## config.mk

```make
export PLATFORM = sky130hd
export DESIGN_NAME = fmix64_keystream_xor_cipher_unit
export DESIGN_NICKNAME = d
export VERILOG_FILES = /design/src/hw/rtl/fmxc_pkg.sv /design/src/hw/rtl/fmxc_ctrl.sv /design/src/hw/rtl/fmxc_dp.sv /design/src/hw/rtl/fmix64_keystream_xor_cipher_unit.sv
export SDC_FILE = /design/constraint.sdc
export NUM_CORES = 2
export LEC_CHECK = 0
export BUFFER_PORTS_ARGS = -buffer_cell sky130_fd_sc_hd__buf_2
export CAP_MARGIN = 10
export CORE_MARGIN = 8
export CORE_UTILIZATION = 66
export CTS_CLUSTER_DIAMETER = 100
export CTS_CLUSTER_SIZE = 30
export DETAILED_ROUTE_END_ITERATION = 12
export PLACE_DENSITY_LB_ADDON = 0.12
export SETUP_SLACK_MARGIN = 0.02
export SLEW_MARGIN = 20
export SYNTH_ARGS = -nofsm -noshare
export SYNTH_HDL_FRONTEND = slang
export SYNTH_SLANG_ARGS = --single-unit
```

## constraint.sdc

```tcl
create_clock -name clk -period 12.6 [get_ports clk]
set_input_delay 0.63 -clock clk [delete_from_list [all_inputs] [get_ports clk]]
set_output_delay 0.63 -clock clk [all_outputs]
set_load 0.01 [all_outputs]
```

## src/hw/rtl/fmxc_pkg.sv

```systemverilog
// Shared types and constants of the fmix64 keystream XOR cipher.
// Used by fmxc_ctrl, fmxc_dp and the top level; no dependencies.
package fmxc_pkg;

  localparam int unsigned KEY_LENGTH_DEF = 64;
  localparam int unsigned KEY_LENGTH_MAX = 64;

  localparam logic [63:0] GOLDEN_CONST = 64'h9E37_79B9_7F4A_7C15;
  localparam logic [63:0] MUL_A        = 64'hFF51_AFD7_ED55_8CCD;
  localparam logic [63:0] MUL_B        = 64'hC4CE_B9FE_1A85_EC53;
  localparam int unsigned SHIFT_AMT    = 33;
  localparam logic [7:0]  POS_MUL      = 8'd137;

  // Controller-to-datapath command group
  typedef struct packed {
    logic load;         // accept an item: latch byte, reload or continue chain
    logic sel_x_hi;     // multiplier operand: upper half of chain value
    logic sel_c_hi;     // multiplier operand: upper half of constant
    logic sel_const_b;  // second multiply of the round
    logic acc_load;     // acc <= low partial product
    logic acc_add;      // acc += cross product << 32
    logic x_update;     // finish multiply, apply xor-shift into chain value
    logic out_load;     // write result into output register
  } cmd_t;

endpackage

```

## src/hw/rtl/fmxc_ctrl.sv

```systemverilog
// Sequencer of the fmix64 keystream cipher: handshakes and multiply steps.
// Depends on fmxc_pkg (cmd_t).
module fmxc_ctrl (
  input  logic               clk,
  input  logic               rst,
  input  logic               s_tvalid,
  output logic               s_tready,
  output logic               m_tvalid,
  input  logic               m_tready,
  output fmxc_pkg::cmd_t     cmd
);

  localparam logic [1:0] ST_IDLE = 2'd0;
  localparam logic [1:0] ST_MUL  = 2'd1;
  localparam logic [1:0] ST_DONE = 2'd2;

  localparam logic [1:0] K_LL   = 2'd0;
  localparam logic [1:0] K_LH   = 2'd1;
  localparam logic [1:0] K_HL   = 2'd2;
  localparam logic [1:0] K_LAST = 2'd3;

  logic [1:0] state;
  logic [1:0] state_next;
  logic [2:0] step;
  logic       out_free;

  assign s_tready = (state == ST_IDLE) && !rst;
  assign out_free = !m_tvalid || m_tready;

  always_comb begin
    cmd             = '0;
    state_next      = state;
    cmd.load        = s_tvalid && s_tready;
    cmd.sel_const_b = step[2];
    unique case (state)
      ST_IDLE: begin
        if (cmd.load) state_next = ST_MUL;
      end
      ST_MUL: begin
        unique case (step[1:0])
          K_LL: begin
          end
          K_LH: begin
            cmd.sel_c_hi = 1'b1;
            cmd.acc_load = 1'b1;
          end
          K_HL: begin
            cmd.sel_x_hi = 1'b1;
            cmd.acc_add  = 1'b1;
          end
          K_LAST: begin
            cmd.x_update = 1'b1;
          end
        endcase
        if (step == 3'd7) state_next = ST_DONE;
      end
      ST_DONE: begin
        cmd.out_load = out_free;
        if (out_free) state_next = ST_IDLE;
      end
      default: state_next = ST_IDLE;
    endcase
  end

  always_ff @(posedge clk) begin
    if (rst) begin
      state    <= ST_IDLE;
      step     <= '0;
      m_tvalid <= 1'b0;
    end else begin
      state <= state_next;
      if (state == ST_MUL) step <= step + 3'd1;
      else step <= '0;
      if (cmd.out_load) m_tvalid <= 1'b1;
      else if (m_tready) m_tvalid <= 1'b0;
    end
  end

endmodule

```

## src/hw/rtl/fmxc_dp.sv

```systemverilog
// Datapath of the fmix64 keystream cipher: seed, chain value, positions,
// one shared 32x32 multiplier with accumulator, output register. Uses fmxc_pkg.
module fmxc_dp #(
  parameter int unsigned KEY_LENGTH = fmxc_pkg::KEY_LENGTH_DEF
) (
  input  logic               clk,
  input  logic               rst,
  input  fmxc_pkg::cmd_t     cmd,
  input  logic               cfg_we,
  input  logic [63:0]        cfg_wdata,
  input  logic [7:0]         data_byte,
  input  logic               start_region,
  output logic [7:0]         out_byte
);

  localparam int unsigned KP_W = (KEY_LENGTH > 1) ? $clog2(KEY_LENGTH) : 1;
  localparam logic [KP_W-1:0] KP_LAST = KP_W'(KEY_LENGTH - 1);

  logic [63:0]     key_seed;
  logic [63:0]     x;          // chain value, holds mix state between items
  logic [63:0]     acc;
  logic [63:0]     prod;
  logic [KP_W-1:0] key_position;
  logic [7:0]      byte_position;
  logic [7:0]      data_q;
  logic [7:0]      pos_term;

  logic [KP_W-1:0] kp_eff;
  logic [7:0]      bp_eff;
  logic [63:0]     base;
  logic [63:0]     mul_const;
  logic [31:0]     op_x;
  logic [31:0]     op_c;
  logic [63:0]     sum;

  assign kp_eff    = start_region ? '0 : key_position;
  assign bp_eff    = start_region ? '0 : byte_position;
  assign base      = (kp_eff == '0) ? (key_seed ^ fmxc_pkg::GOLDEN_CONST) : x;
  assign mul_const = cmd.sel_const_b ? fmxc_pkg::MUL_B : fmxc_pkg::MUL_A;
  assign op_x      = cmd.sel_x_hi ? x[63:32] : x[31:0];
  assign op_c      = cmd.sel_c_hi ? mul_const[63:32] : mul_const[31:0];
  assign sum       = acc + {prod[31:0], 32'h0};

  always_ff @(posedge clk) begin
    if (rst) begin
      key_seed      <= '0;
      key_position  <= '0;
      byte_position <= '0;
    end else begin
      if (cfg_we) key_seed <= cfg_wdata;
      if (cmd.load) begin
        key_position  <= (kp_eff == KP_LAST) ? '0 : kp_eff + KP_W'(1);
        byte_position <= bp_eff + 8'd1;
      end
    end
  end

  always_ff @(posedge clk) begin
    prod <= 64'(op_x) * 64'(op_c);
    if (cmd.load) begin
      x        <= base ^ (base >> fmxc_pkg::SHIFT_AMT);
      data_q   <= data_byte;
      pos_term <= bp_eff * fmxc_pkg::POS_MUL;
    end else if (cmd.x_update) begin
      x <= sum ^ (sum >> fmxc_pkg::SHIFT_AMT);
    end
    if (cmd.acc_load) acc <= prod;
    else if (cmd.acc_add) acc <= sum;
    if (cmd.out_load) out_byte <= data_q ^ x[7:0] ^ pos_term;
  end

endmodule

```

## src/hw/rtl/fmix64_keystream_xor_cipher_unit.sv

```systemverilog
// Top level of the fmix64 keystream XOR byte cipher.
// Instantiates fmxc_ctrl and fmxc_dp; uses fmxc_pkg.

// Symmetric byte cipher: every transfer on the slave side yields exactly one
// byte on the master side, out = data ^ keystream byte ^ low byte of
// (position * 137); the same operation encrypts and decrypts. The keystream
// is a chain of fmix64 rounds started from key_seed ^ 0x9E3779B97F4A7C15 and
// restarted every KEY_LENGTH bytes and at each region start (s_tuser high).
// Write key_seed through cfg_we/cfg_wdata while the block is idle; a new seed
// takes effect at the next chain reload. Each byte is taken, passes through the
// two 64-bit multiplies of the round (each built from three partial products on
// one shared 32x32 multiplier with a registered product), and is written to the
// output register once that register is free; no new byte is taken before this.
// The output register frees the slave side, so the next byte can be taken while
// the last result still waits for m_tready.
module fmix64_keystream_xor_cipher_unit #(
  parameter int unsigned KEY_LENGTH = fmxc_pkg::KEY_LENGTH_DEF
) (
  input  logic        clk,
  input  logic        rst,
  input  logic        cfg_we,
  input  logic [63:0] cfg_wdata,   // key_seed
  input  logic        s_tvalid,
  output logic        s_tready,
  input  logic [7:0]  s_tdata,     // [7:0] data_byte
  input  logic        s_tuser,     // [0] start_region
  output logic        m_tvalid,
  input  logic        m_tready,
  output logic [7:0]  m_tdata      // [7:0] out_byte
);

  fmxc_pkg::cmd_t cmd;

  // Sequence the handshakes and the multiply steps
  fmxc_ctrl u_ctrl (
    .clk      (clk),
    .rst      (rst),
    .s_tvalid (s_tvalid),
    .s_tready (s_tready),
    .m_tvalid (m_tvalid),
    .m_tready (m_tready),
    .cmd      (cmd)
  );

  // Hold seed, chain and positions; compute the round and the output byte
  fmxc_dp #(
    .KEY_LENGTH (KEY_LENGTH)
  ) u_dp (
    .clk          (clk),
    .rst          (rst),
    .cmd          (cmd),
    .cfg_we       (cfg_we),
    .cfg_wdata    (cfg_wdata),
    .data_byte    (s_tdata),
    .start_region (s_tuser),
    .out_byte     (m_tdata)
  );

  // One byte in flight: slave side closes right after a transfer
  a_busy_after_accept: assert property (@(posedge clk) disable iff (rst)
    (s_tvalid && s_tready) |=> !s_tready)
    else $error("slave side ready while an item is in flight");

  // Both multiplies finish at fixed steps after the transfer
  a_round_timing: assert property (@(posedge clk) disable iff (rst)
    (s_tvalid && s_tready) |-> ##4 cmd.x_update ##4 cmd.x_update)
    else $error("multiply sequence out of step");

  // A result written to the output register is offered next cycle
  a_out_valid: assert property (@(posedge clk) disable iff (rst)
    cmd.out_load |=> m_tvalid)
    else $error("output register loaded but not valid");

endmodule

```

==> flow_summary.ini <==
[clock_network]
numCtsBuffers = 13
clk_pin_slew_ns = 0.12
ctsHoldBuffers = 0
postCtsSetupRepairBufs = 0
clkLatencyLatePin_ns = 0.53
cts_resized = 0
cts_tree = done
h-tree-depth = 1
clockRootBuffer = clkbuf_16
clock_sinks = 300
clockBufferDepth = 3

[detailed_routing]
route.detailed.drc = 0
wirelength_um = 133000
wl_per_cell_um = 24.8
avgViaCountPerCell = 6.01
vias = 32265
drtAntennaViolNets = 0
firstDrtPassIters = 9
dr.first_iter.drc_count = 3586

[cells_and_area]
drive_gt1_share_pct = 5.28
area_growth_syn_to_layout_pct = 3.79
final_common_cell = inv_1
antenna_cells = 0
finish.utilization_pct = 69.3
final_cell_area_mm2 = 0.0457
mostFrequentLayoutCells = inv_1, fa_1, ha_1
final_nets = 5751

[worst_setup_path]
cp-end-kind = flop
startpoint_type = flop
rrSetupSlack_ns = 2.26
worst-endpoint-arrival_ns = 10.75
regToRegEndpoint = u_dp.prod[56]
reg2reg_from = u_ctrl.step[0]
worstSetupPathType = flop to flop
worstPathMaxFanout = 45
cp.required_ns = 13.02
r2r_cells = 25

[synthesis]
yosys_warnings = 0
netlist_instances = 4513
avgSynthCellArea_um2 = 9.75
synth_seq_cells = 300
synth-seq-area-share_pct = 17.1
synth-edff-count = 152
ys.flop_type = edfxtp_1
synth.distinct_cells = 86
syn_nets = 5764
synthesis.area_mm2 = 0.0440
synthArstFlopShare_pct = 0

[run]
maxCapViolations = 0

[die]
io_pins = 88
die_y_um = 274
core_area_mm2 = 0.0659
num_rows = 94
start_util_pct = 66.8
dieArea_mm2 = 0.0752
die_width_um = 274

[status]
status = finished, final reports clean

[global_routing]
grt_overflow = 0
grt_pass1_vias = 33580
grt_antenna_before_repair = 1
grt_pass1_wl_um = 204000
grt_start_max_net_pins = 85
grt_use_total_pct = 36.0

[worst_hold_path]
holdPathEnd = u_dp.data_q[5]
worst_hold_path_type = input port to flop
hold_start = s_tdata[5]
hold-path-cell-count = 1

[timing]
hold_viol_final = 0
skew_ns = 0.0381
finalCritPeriodShare_pct = 82.1
slew_viol_final = 0
fin_crit_ns = 10.34
hold_ws_ns = 0.300
setup_viol = 0
rsz0062_at_grt = no
worst_slew_pin_slew_ns = 1.21
relSlewSlack_pct = 19.3
max_freq_mhz = 96.7
tns_ns = 0

[placement]
io_buffers = 87
dpl-instance-area_mm2 = 0.0453
gp_congestion = 1.08
dp_hpwl_um = 113000
## cells by family (layout without fill, tap and decap cells)
kind of cell | Yosys count | in the layout | synth area share, %
AO/OA/AOI/OAI | 556 | 556 | 8.18
XOR/XNOR | 282 | 282 | 5.71
adder cells (fa/ha/maj) | 1178 | 1178 | 46.8
buffers and inverters | 1069 | 1062 | 9.18
flip-flops | 300 | 300 | 17.1
multiplexers | 112 | 112 | 2.59
other | 1 | 1 | 0.00852
AND/OR/NAND/NOR | 1015 | 1015 | 10.4
## Yosys cell counts (19+ instances only)
cell	n	area [um^2]
inv_1	890	3340
and3_1	52	325
a21o_1	88	661
nand2b_1	44	275
xnor2_1	177	1550
nor3_1	40	200
nor2_1	387	1450
fa_1	781	15600
ha_1	392	4900
xor2_1	102	893
and2_1	48	300
o21ai_0	109	546
or2_2	22	138
edfxtp_1	152	4560
nand3_1	30	150
nand2_1	305	1140
nor2b_1	30	188
mux2i_1	98	981
clkbuf_1	140	526
o21ai_1	26	130
a21oi_1	147	736
o211ai_1	27	203
o21bai_1	22	165
dfxtp_1	148	2960
a211oi_1	19	143
## through the flow
step / setup WS (ns) / instances
after global routing: 1.96 / 5370
after CTS: 2.51 / 5370
final: 2.26 / 5370
after detailed placement: 2.54 / 5349
after floorplan: 2.93 / 4513
after global placement: 2.68 / 5349
## layout make-up
class | count | area [um^2]
multi-input combinational | 3144 | 32500
fill | 5204 | 20200
sequential | 300 | 7530
inverter | 904 | 3390
tap | 864 | 1080
timing repair buffer | 137 | 826
clock buffer | 20 | 352
clock inverter | 1 | 8.76
## worst max path at each step
| stage | start | end | cells after the start | slack, ns |
|---|---|---|---|---|
| global placement | u_ctrl.step[0] | u_dp.prod[56] | 25 | 2.68 |
| global route | u_ctrl.step[0] | u_dp.prod[56] | 25 | 1.96 |
| finish | u_ctrl.step[0] | u_dp.prod[56] | 25 | 2.26 |
| detailed placement | u_ctrl.step[0] | u_dp.prod[56] | 25 | 2.54 |
| floorplan | u_ctrl.state[0] | u_dp.prod[62] | 36 | 2.93 |
| CTS | u_ctrl.step[0] | u_dp.prod[56] | 25 | 2.51 |
## state kept, by name, indices dropped and copies added, names as in the netlist
signal / flops
u_ctrl.m_tvalid: 1
u_ctrl.state: 2
u_ctrl.step: 3
u_dp.acc: 64
u_dp.byte_position: 8
u_dp.data_q: 8
u_dp.key_position: 6
u_dp.key_seed: 64
u_dp.out_byte: 8
u_dp.pos_term: 8
u_dp.prod: 64
u_dp.x: 64
## critical path: stages (launching register included)
cell	delay (ns)
dfxtp_1	0.41
ha_1	0.83
and2_4	0.32
inv_2	0.24
buf_4	0.42
nor2_2	0.99
nand2_1	0.18
fa_1	0.55
fa_1	0.54
fa_1	0.53
fa_1	0.51
inv_1	0.05
fa_1	0.56
fa_1	0.44
fa_1	0.50
inv_1	0.05
fa_1	0.53
inv_1	0.06
ha_1	0.42
and3_1	0.26
nand3_1	0.13
or3_1	0.44
a211oi_1	0.44
o311ai_1	0.23
a2111oi_0	0.41
nor3_1	0.10
## routing by layer
metal / global-route usage, % / up-vias / part of all wire, %
met5: 0 / - / 0.0098
met4: 18.1 / 2 / 6.5
met3: 6.79 / 389 / 9.2
met2: 56.1 / 1661 / 45
met1: 48.3 / 16026 / 39
li1: - / 14187 / -
Power is left out: the tool's default activity adds up to more than one toggle a clock period on the data nets, which glitch-free logic cannot reach.
